## src/hdl/bndf_pkg.sv

```systemverilog
// ----------------------------------------------------------------------------
// bndf_pkg
// Widths, reset values and register indexes for the binary neighbor density
// filter.
// ----------------------------------------------------------------------------
package bndf_pkg;

  localparam int PIXEL_W       = 8;
  localparam int ROW_W         = 12;
  localparam int WIDTH_W       = 12;
  localparam int HEIGHT_W      = 13;
  localparam int DENSITY_W     = 4;
  localparam int NBR_COUNT_W   = 4;

  localparam int MAX_WIDTH_DEF = 2048;
  localparam int MAX_HEIGHT    = 4096;

  localparam logic [WIDTH_W-1:0]   WIDTH_RST   = 12'd640;
  localparam logic [HEIGHT_W-1:0]  HEIGHT_RST  = 13'd480;
  localparam logic [DENSITY_W-1:0] DENSITY_RST = 4'd4;
  localparam logic [PIXEL_W-1:0]   FG_RST      = 8'd255;

  localparam int CFG_IDX_W  = 2;
  localparam int CFG_DATA_W = 13;

  localparam logic [CFG_IDX_W-1:0] CFG_IMAGE_WIDTH  = 2'd0;
  localparam logic [CFG_IDX_W-1:0] CFG_IMAGE_HEIGHT = 2'd1;
  localparam logic [CFG_IDX_W-1:0] CFG_MIN_DENSITY  = 2'd2;
  localparam logic [CFG_IDX_W-1:0] CFG_FG_VALUE     = 2'd3;

endpackage

```

## src/hdl/bndf_pix_if.sv

```systemverilog
// ----------------------------------------------------------------------------
// bndf_pix_if
// Mask pixel channel: valid, ready and one pixel.
// ----------------------------------------------------------------------------
interface bndf_pix_if;
  logic                          valid;
  logic                          ready;
  logic [bndf_pkg::PIXEL_W-1:0]  pixel_in;

  modport source (output valid, output pixel_in, input ready);
  modport sink   (input valid, input pixel_in, output ready);
endinterface

```

## src/hdl/bndf_res_if.sv

```systemverilog
// ----------------------------------------------------------------------------
// bndf_res_if
// Filtered pixel channel: value, position and end-of-frame flag.
// ----------------------------------------------------------------------------
interface bndf_res_if #(
  parameter int COL_W = 11
);
  logic                          valid;
  logic                          ready;
  logic [bndf_pkg::PIXEL_W-1:0]  pixel_out;
  logic [bndf_pkg::ROW_W-1:0]    out_row;
  logic [COL_W-1:0]              out_col;
  logic                          frame_last;

  modport source (output valid, output pixel_out, output out_row, output out_col,
                  output frame_last, input ready);
  modport sink   (input valid, input pixel_out, input out_row, input out_col,
                  input frame_last, output ready);
endinterface

```

## src/hdl/bndf_cfg_if.sv

```systemverilog
// ----------------------------------------------------------------------------
// bndf_cfg_if
// Register write channel: valid, ready, register index and write data.
// ----------------------------------------------------------------------------
interface bndf_cfg_if;
  logic                             valid;
  logic                             ready;
  logic [bndf_pkg::CFG_IDX_W-1:0]   index;
  logic [bndf_pkg::CFG_DATA_W-1:0]  data;

  modport source (output valid, output index, output data, input ready);
  modport sink   (input valid, input index, input data, output ready);
endinterface

```

## src/hdl/binary_neighbor_density_filter.sv

```systemverilog
// ----------------------------------------------------------------------------
// binary_neighbor_density_filter
// 3x3 neighbor-count filter on a streamed binary mask, two line stores and a
// sliding window; one result per interior pixel, one row and column behind.
//
//   channel    role    payload
//   pixels     sink    pixel_in
//   filtered   source  pixel_out, out_row, out_col, frame_last
//   cfg        sink    index, data (always ready)
//
// One pixel per clock while pixels.ready is high; a result sits in the output
// register the cycle after its pixel is taken.
// The line store read is registered and runs one position ahead, with a
// bypass from the write of the same cycle.
// After reset the line stores are cleared, every address in turn, with pixels
// held off; register writes are taken meanwhile.
// pixels.ready drops only while clearing, or while a result waits and filtered.ready is low.
// ----------------------------------------------------------------------------
module binary_neighbor_density_filter #(
  parameter int MAX_WIDTH = bndf_pkg::MAX_WIDTH_DEF
) (
  input  logic         clk,
  input  logic         rst,
  bndf_pix_if.sink     pixels,
  bndf_res_if.source   filtered,
  bndf_cfg_if.sink     cfg
);

  localparam int COL_W = (MAX_WIDTH > 2) ? $clog2(MAX_WIDTH) : 1;
  localparam int CNT_W = COL_W + 1;
  localparam int ROW_W = bndf_pkg::ROW_W;

  // registers
  logic [bndf_pkg::WIDTH_W-1:0]   image_width;
  logic [bndf_pkg::HEIGHT_W-1:0]  image_height;
  logic [bndf_pkg::DENSITY_W-1:0] min_density;
  logic [bndf_pkg::PIXEL_W-1:0]   fg_value;

  // line stores: bit 1 middle row, bit 0 upper row
  logic [1:0]       line_store [MAX_WIDTH];
  logic [1:0]       rd_bits;
  logic [5:0]       window_bits;
  logic [ROW_W-1:0] row_count;
  logic [COL_W-1:0] col_count;
  logic             clearing;
  logic [COL_W-1:0] clr_addr;

  logic [CNT_W-1:0] eff_w;
  logic [ROW_W:0]   eff_h;
  logic [CNT_W-1:0] col_inc;
  logic [ROW_W:0]   row_inc;
  logic [COL_W-1:0] col_next;
  logic [ROW_W-1:0] row_next;
  logic             acc;
  logic             lower;
  logic [8:0]       win;
  logic [bndf_pkg::NBR_COUNT_W-1:0] nbr_count;
  logic             hit;
  logic             pass;
  logic             last_px;
  logic             wr_en;
  logic [COL_W-1:0] wr_addr;
  logic [1:0]       wr_data;
  logic [COL_W-1:0] rd_addr;

  // configuration
  assign cfg.ready = 1'b1;

  always_ff @(posedge clk) begin
    if (rst) begin
      image_width  <= bndf_pkg::WIDTH_RST;
      image_height <= bndf_pkg::HEIGHT_RST;
      min_density  <= bndf_pkg::DENSITY_RST;
      fg_value     <= bndf_pkg::FG_RST;
    end else if (cfg.valid) begin
      unique case (cfg.index)
        bndf_pkg::CFG_IMAGE_WIDTH:  image_width  <= cfg.data[bndf_pkg::WIDTH_W-1:0];
        bndf_pkg::CFG_IMAGE_HEIGHT: image_height <= cfg.data[bndf_pkg::HEIGHT_W-1:0];
        bndf_pkg::CFG_MIN_DENSITY:  min_density  <= cfg.data[bndf_pkg::DENSITY_W-1:0];
        bndf_pkg::CFG_FG_VALUE:     fg_value     <= cfg.data[bndf_pkg::PIXEL_W-1:0];
        default: ;
      endcase
    end
  end

  // effective frame size
  always_comb begin
    if (image_width > MAX_WIDTH) eff_w = CNT_W'(MAX_WIDTH);
    else                         eff_w = CNT_W'(image_width);
    if (eff_w == '0) eff_w = CNT_W'(1);
    if (image_height > bndf_pkg::MAX_HEIGHT) eff_h = (ROW_W+1)'(bndf_pkg::MAX_HEIGHT);
    else                                     eff_h = image_height;
    if (eff_h == '0) eff_h = (ROW_W+1)'(1);
  end

  assign pixels.ready = !clearing && (!filtered.valid || filtered.ready);
  assign acc          = pixels.valid && pixels.ready;

  // window and decision
  assign lower = (pixels.pixel_in == fg_value);
  assign win   = {window_bits, lower, rd_bits[1], rd_bits[0]};

  always_comb begin
    logic [7:0] nbr;
    nbr = {win[8:5], win[3:0]};
    nbr_count = '0;
    for (int i = 0; i < 8; i++) begin
      nbr_count = nbr_count + bndf_pkg::NBR_COUNT_W'(nbr[i]);
    end
  end

  assign col_inc = {1'b0, col_count} + CNT_W'(1);
  assign row_inc = {1'b0, row_count} + (ROW_W+1)'(1);
  assign hit     = (row_count >= ROW_W'(2)) && (col_count >= COL_W'(2)) &&
                   ({1'b0, row_count} < eff_h) && ({1'b0, col_count} < eff_w);
  assign pass    = win[4] && (nbr_count >= min_density);
  assign last_px = (row_inc == eff_h) && (col_inc == eff_w);

  always_comb begin
    col_next = col_inc[COL_W-1:0];
    row_next = row_count;
    if (col_inc >= eff_w) begin
      col_next = '0;
      if (row_inc >= eff_h) row_next = '0;
      else                  row_next = row_inc[ROW_W-1:0];
    end
  end

  always_ff @(posedge clk) begin
    if (rst) begin
      row_count   <= '0;
      col_count   <= '0;
      window_bits <= '0;
    end else if (acc) begin
      row_count   <= row_next;
      col_count   <= col_next;
      window_bits <= win[5:0];
    end
  end

  // line store: clear sweep after reset, then one write per pixel
  always_ff @(posedge clk) begin
    if (rst) begin
      clearing <= 1'b1;
      clr_addr <= '0;
    end else if (clearing) begin
      clr_addr <= clr_addr + COL_W'(1);
      if (clr_addr == COL_W'(MAX_WIDTH - 1)) clearing <= 1'b0;
    end
  end

  assign wr_en   = clearing || acc;
  assign wr_addr = clearing ? clr_addr : col_count;
  assign wr_data = clearing ? 2'b00 : {lower, rd_bits[1]};
  assign rd_addr = acc ? col_next : col_count;

  always_ff @(posedge clk) begin
    if (wr_en) line_store[wr_addr] <= wr_data;
    if (wr_en && (wr_addr == rd_addr)) rd_bits <= wr_data;
    else                               rd_bits <= line_store[rd_addr];
  end

  // output register
  always_ff @(posedge clk) begin
    if (rst) begin
      filtered.valid <= 1'b0;
    end else if (acc) begin
      filtered.valid <= hit;
    end else if (filtered.ready) begin
      filtered.valid <= 1'b0;
    end
  end

  always_ff @(posedge clk) begin
    if (acc) begin
      filtered.pixel_out  <= pass ? fg_value : '0;
      filtered.out_row    <= row_count - ROW_W'(1);
      filtered.out_col    <= col_count - COL_W'(1);
      filtered.frame_last <= last_px;
    end
  end

  // checks
  a_hold_while_clearing: assert property (@(posedge clk) disable iff (rst)
    clearing |-> !pixels.ready)
    else $error("pixel taken during line store clear");

  a_result_follows_hit: assert property (@(posedge clk) disable iff (rst)
    (acc && hit) |=> filtered.valid)
    else $error("interior pixel gave no result");

  a_frame_wrap: assert property (@(posedge clk) disable iff (rst)
    (acc && last_px) |=> (row_count == '0) && (col_count == '0))
    else $error("position did not return to origin after last pixel");

  a_col_in_store: assert property (@(posedge clk) disable iff (rst)
    {1'b0, col_count} < CNT_W'(MAX_WIDTH))
    else $error("column beyond line store depth");

endmodule
```

## src/flat_wrapper.sv

```systemverilog
// flat-port wrapper written by rule: the top's interface ports become plain ports
module binary_neighbor_density_filter_flat 
#(
  parameter int MAX_WIDTH = bndf_pkg::MAX_WIDTH_DEF
)
  (clk, rst, pixels_valid, pixels_pixel_in, pixels_ready, filtered_valid, filtered_pixel_out, filtered_out_row, filtered_out_col, filtered_frame_last, filtered_ready, cfg_valid, cfg_index, cfg_data, cfg_ready);
  bndf_pix_if pixels_i ();
  bndf_res_if filtered_i ();
  bndf_cfg_if cfg_i ();
  input  logic clk;
  input  logic rst;
  input wire logic [$bits(pixels_i.valid)-1:0] pixels_valid;
  input wire logic [$bits(pixels_i.pixel_in)-1:0] pixels_pixel_in;
  output wire logic [$bits(pixels_i.ready)-1:0] pixels_ready;
  output wire logic [$bits(filtered_i.valid)-1:0] filtered_valid;
  output wire logic [$bits(filtered_i.pixel_out)-1:0] filtered_pixel_out;
  output wire logic [$bits(filtered_i.out_row)-1:0] filtered_out_row;
  output wire logic [$bits(filtered_i.out_col)-1:0] filtered_out_col;
  output wire logic [$bits(filtered_i.frame_last)-1:0] filtered_frame_last;
  input wire logic [$bits(filtered_i.ready)-1:0] filtered_ready;
  input wire logic [$bits(cfg_i.valid)-1:0] cfg_valid;
  input wire logic [$bits(cfg_i.index)-1:0] cfg_index;
  input wire logic [$bits(cfg_i.data)-1:0] cfg_data;
  output wire logic [$bits(cfg_i.ready)-1:0] cfg_ready;
  assign pixels_i.valid = pixels_valid;
  assign pixels_i.pixel_in = pixels_pixel_in;
  assign pixels_ready = pixels_i.ready;
  assign filtered_valid = filtered_i.valid;
  assign filtered_pixel_out = filtered_i.pixel_out;
  assign filtered_out_row = filtered_i.out_row;
  assign filtered_out_col = filtered_i.out_col;
  assign filtered_frame_last = filtered_i.frame_last;
  assign filtered_i.ready = filtered_ready;
  assign cfg_i.valid = cfg_valid;
  assign cfg_i.index = cfg_index;
  assign cfg_i.data = cfg_data;
  assign cfg_ready = cfg_i.ready;
  binary_neighbor_density_filter #(.MAX_WIDTH(MAX_WIDTH)) u_core (.clk(clk), .rst(rst), .pixels(pixels_i), .filtered(filtered_i), .cfg(cfg_i));
endmodule
```

## config.mk

```make
export PLATFORM = sky130hd
export DESIGN_NAME = binary_neighbor_density_filter_flat
export DESIGN_NICKNAME = d
export VERILOG_FILES = /design/src/hdl/bndf_pkg.sv /design/src/hdl/bndf_pix_if.sv /design/src/hdl/bndf_res_if.sv /design/src/hdl/bndf_cfg_if.sv /design/src/hdl/binary_neighbor_density_filter.sv /design/src/flat_wrapper.sv
export SDC_FILE = /design/constraint.sdc
export NUM_CORES = 2
export LEC_CHECK = 0
export BUFFER_PORTS_ARGS = -buffer_cell sky130_fd_sc_hd__buf_2
export CAP_MARGIN = 15
export CORE_ASPECT_RATIO = 0.8
export CORE_UTILIZATION = 60
export CTS_BUF_LIST = sky130_fd_sc_hd__clkbuf_2
export DETAILED_ROUTE_END_ITERATION = 12
export PLACE_DENSITY = 0.76
export SKIP_CTS_REPAIR_TIMING = 1
export SLEW_MARGIN = 20
export SYNTH_ARGS = -nofsm -noshare
export SYNTH_HDL_FRONTEND = slang
export SYNTH_SLANG_ARGS = --single-unit
```

## constraint.sdc

```tcl
create_clock -name clk -period 130.1 [get_ports clk]
set_input_delay 13.01 -clock clk [delete_from_list [all_inputs] [get_ports clk]]
set_output_delay 13.01 -clock clk [all_outputs]
set_load 0.005 [all_outputs]
```

==> results.md <==
* Result of the run: completed
* Routed via count at 101k
* Mapped Avg Cell Area at 17.4 um2
* Die area at 291,000 um2
* CP max FO at 2
* Synth area leader: edfxtp_1
* Die X at 603 um
* Area grow syn2layout at 6.89%
* Compound-cell area share of the yosys netlist at 2.33%
* Slew margin rel. at 12.0%
* Worst reg-to-reg setup slack at 117,890 ps
* DR vias/cell at 6.77
* Number of synthesized register bits at 4,218
* Synth area leaders: edfxtp_1, mux4_2, nor2_1
* Synth Area in Simple Gates at 6.82%
* CP Class: in2out
* Die Span Y at 483 um
* Final hold vios at 0
* Yosys cell types at 83
* Pleak at 0.0596 uW
* Synth Area in XOR/XNOR at 0.268%
* RR Endpoint: u_core.line_store[774][0]$_DFFE_PP_
* Syn Std Cell Area at 173,000 um2
* Sequential-to-total area share from yosys stat at 72.5%
* Worst Reg-to-Reg Cells at 18
* Remaining antenna violation count at 0
* Clk sink count at 4,218
* Adder-cell area share of the yosys netlist at 0.493%
* CTS Buf Count at 925
* Final period utilization at 20.4%
* Power Dens Cells at 12.5 nW/um2
* Post-synth EDFFs at 4,128
* Min Clock Period, post-route at 26,520 ps
* Clock share of power at 35.9%
* Initial Utilization at 60.4%
* Worst Setup End Kind: output pin
* Synth Net Count at 10.1k
* Detailed Place HPWL at 275,000 um
* Crit path to: pixels_ready
* Clock root buffer: clkbuf_2
* Port Buf Inserts at 61
* Setup TNS at 0 ps
* Initial DRC count at 17.3k
* Critical path arrival at 13,500 ps
* Largest family of logic cells by synthesized area: multiplexers
* Max-cap violations at 0
* Core area at 287,000 um2
* Yosys top cell area share at 71.5%
* RePlAce Congestion at 0.892
* # setup viols final at 0
* CTS tree: yes
* Hold crit path type: reg2reg
* Count leader, synth: edfxtp_1
* Net Sw Power at 535 uW
* RSZ-0062 raised after global routing: false
* Post-synthesis mux area share at 15.1%
* Asr flop ratio synth at 0%
* Warnings from Yosys at 0
* Switching share of power at 23.1%
* Sequential power share at 63.3%
* First-pass GRT wire length at 693,000 um
* Top FF cell, synth: edfxtp_1
* Critical Path Source: filtered_ready
* Number of global-route vias before repair at 100k
* Post-Syn Instances at 9,972
* Grt ovf at 0
* Startpoint types: primary input
* Drt total wl at 488,000 um
* Peak supply drop at 8.94 uV
* Comb pwr share at 0.8%
* Clock Skews at 258 ps
* Placed insts at 13.3k
* Maximum operating frequency at 37.7 MHz
* Synth cell count leaders: edfxtp_1, nor2_1, mux4_2, clkbuf_1, nand2_1
* H-tree depth at 6
* Worst Path Required at 117,090 ps
* CTS clk-pin slew, worst paths at 110 ps
* Latest clock arrival within the worst-skew pair at 2010 ps
* Longest Clk Path Bufs at 4
* I/O Pins at 63
* Drt pass-1 iters at 6
* Post-Place Setup Slack at 103,590 ps
* Max Slew Vio Count at 0
* Rows at 176
* # nets final at 10.5k
* Largest net degree at the start of global routing at 295
* Final worst slack at 103,590 ps
* Overall power at 2320 uW
* Tot GR Track Use at 33.5%
* Fin cells at 14.9k
* Routed WL per cell at 32.6 um
* Pint at 1780 uW
* DRC at 0
* Initial antenna violation count at 43
* Share of cells above drive strength 1 at 26.9%
* Slew @ Worst Pin at 1320 ps
[placed cells by master (no fill, tap or decap), types with 16 or more instances in the layout]
cell type / n
mux2_2: 26
and2_1: 21
a21oi_1: 99
a31oi_1: 25
a22oi_1: 121
buf_2: 61
edfxtp_1: 4128
nand4_1: 36
inv_1: 33
ha_1: 62
o22ai_1: 61
nor4_1: 23
xor2_1: 35
inv_2: 19
clkinv_1: 197
nand2_2: 57
a221oi_1: 16
nor2_1: 2148
o21ai_0: 51
nor2b_1: 52
nand2b_1: 27
nand3b_1: 18
mux4_2: 1026
nand3_1: 68
nor3_1: 67
nand2_1: 235
or2_2: 30
xnor2_1: 18
dfxtp_1: 82
nand2b_4: 21
a22o_1: 31
clkinv_2: 26
clkbuf_2: 1387
buf_4: 216
mux2i_1: 246
a211oi_1: 37
[critical path, cell delays in order]
cell,delay [ps]
buf_2,90
inv_1,40
a21oi_1,200
buf_2,160
[final cells by class]
class                      count  area (um2)
sequential                  4218      126000
timing repair buffer         294        2250
clock buffer                1387        6940
inverter                      35         131
fill                       19592      102000
antenna                       15        37.5
multi-input combinational   4904       44000
clock inverter               269        1480
tap                         3827        4790
[through the flow]
stage	cell area [um2]	util (%)	hold WS (ps)
after floorplan	173000	-	436
after global placement	177000	61.5	456
after detailed placement	177000	61.5	452
after CTS	185000	64.4	468
after global routing	185000	64.5	484
final	185000	64.5	469
[layer usage]
layer	track usage (%)	part of all wire, %
met5	0.694	0.14
met4	14.9	4.9
met3	11.9	16
met2	49.7	45
met1	45.2	34
[how the worst min path moves through the flow]
| stage | from | endpoint | slack (ps) | depth (start not counted) |
|---|---|---|---|---|
| final | u_core.image_width[0]$_SDFFE_PP0P_ | u_core.image_width[0]$_SDFFE_PP0P_ | 470 | 2 |
| after global routing | u_core.image_width[0]$_SDFFE_PP0P_ | u_core.image_width[0]$_SDFFE_PP0P_ | 480 | 2 |
| after CTS | u_core.image_width[0]$_SDFFE_PP0P_ | u_core.image_width[0]$_SDFFE_PP0P_ | 470 | 2 |
| after detailed placement | u_core.image_width[0]$_SDFFE_PP0P_ | u_core.image_width[0]$_SDFFE_PP0P_ | 450 | 2 |
| after global placement | u_core.image_width[0]$_SDFFE_PP0P_ | u_core.image_width[0]$_SDFFE_PP0P_ | 460 | 2 |
| after floorplan | u_core.image_height[0]$_SDFFE_PP0P_ | u_core.image_height[0]$_SDFFE_PP0P_ | 440 | 2 |
[power by group through the flow]
stage          clock [uW]  sequential [uW]  combinational, uW
2_1_floorplan           0             1500               7.16
3_3_place_gp            0             1500               16.3
3_5_place_dp            0             1500               16.3
4_1_cts               834             1470               16.4
5_1_grt               897             1470               17.4
6_report              832             1470               17.4
[registers in the layout, summed over array words and instances, names as in the netlist, 4 cells and up, named ones only]
| name | flops |
|---|---|
| u_core.line_store | 4096 |
| u_core.image_height | 13 |
| u_core.filtered.out_row | 12 |
| u_core.image_width | 12 |
| u_core.row_count | 12 |
| u_core.clr_addr | 11 |
| u_core.col_count | 11 |
| u_core.filtered.out_col | 11 |
| u_core.fg_value | 8 |
| u_core.filtered.pixel_out | 8 |
| u_core.window_bits | 6 |
| u_core.min_density | 4 |
[kinds of logic (layout without fill, tap and decap cells)]
kind of cell | Yosys count | in the layout
xor+xnor | 53 | 53
simple gates | 2896 | 2896
other cells | 1 | 16
buf+inv | 850 | 1985
mux | 1311 | 1311
fa+ha+maj | 66 | 66
flops | 4218 | 4218
compound gates | 577 | 577
No activity file was read; power rests on OpenSTA's default activity.
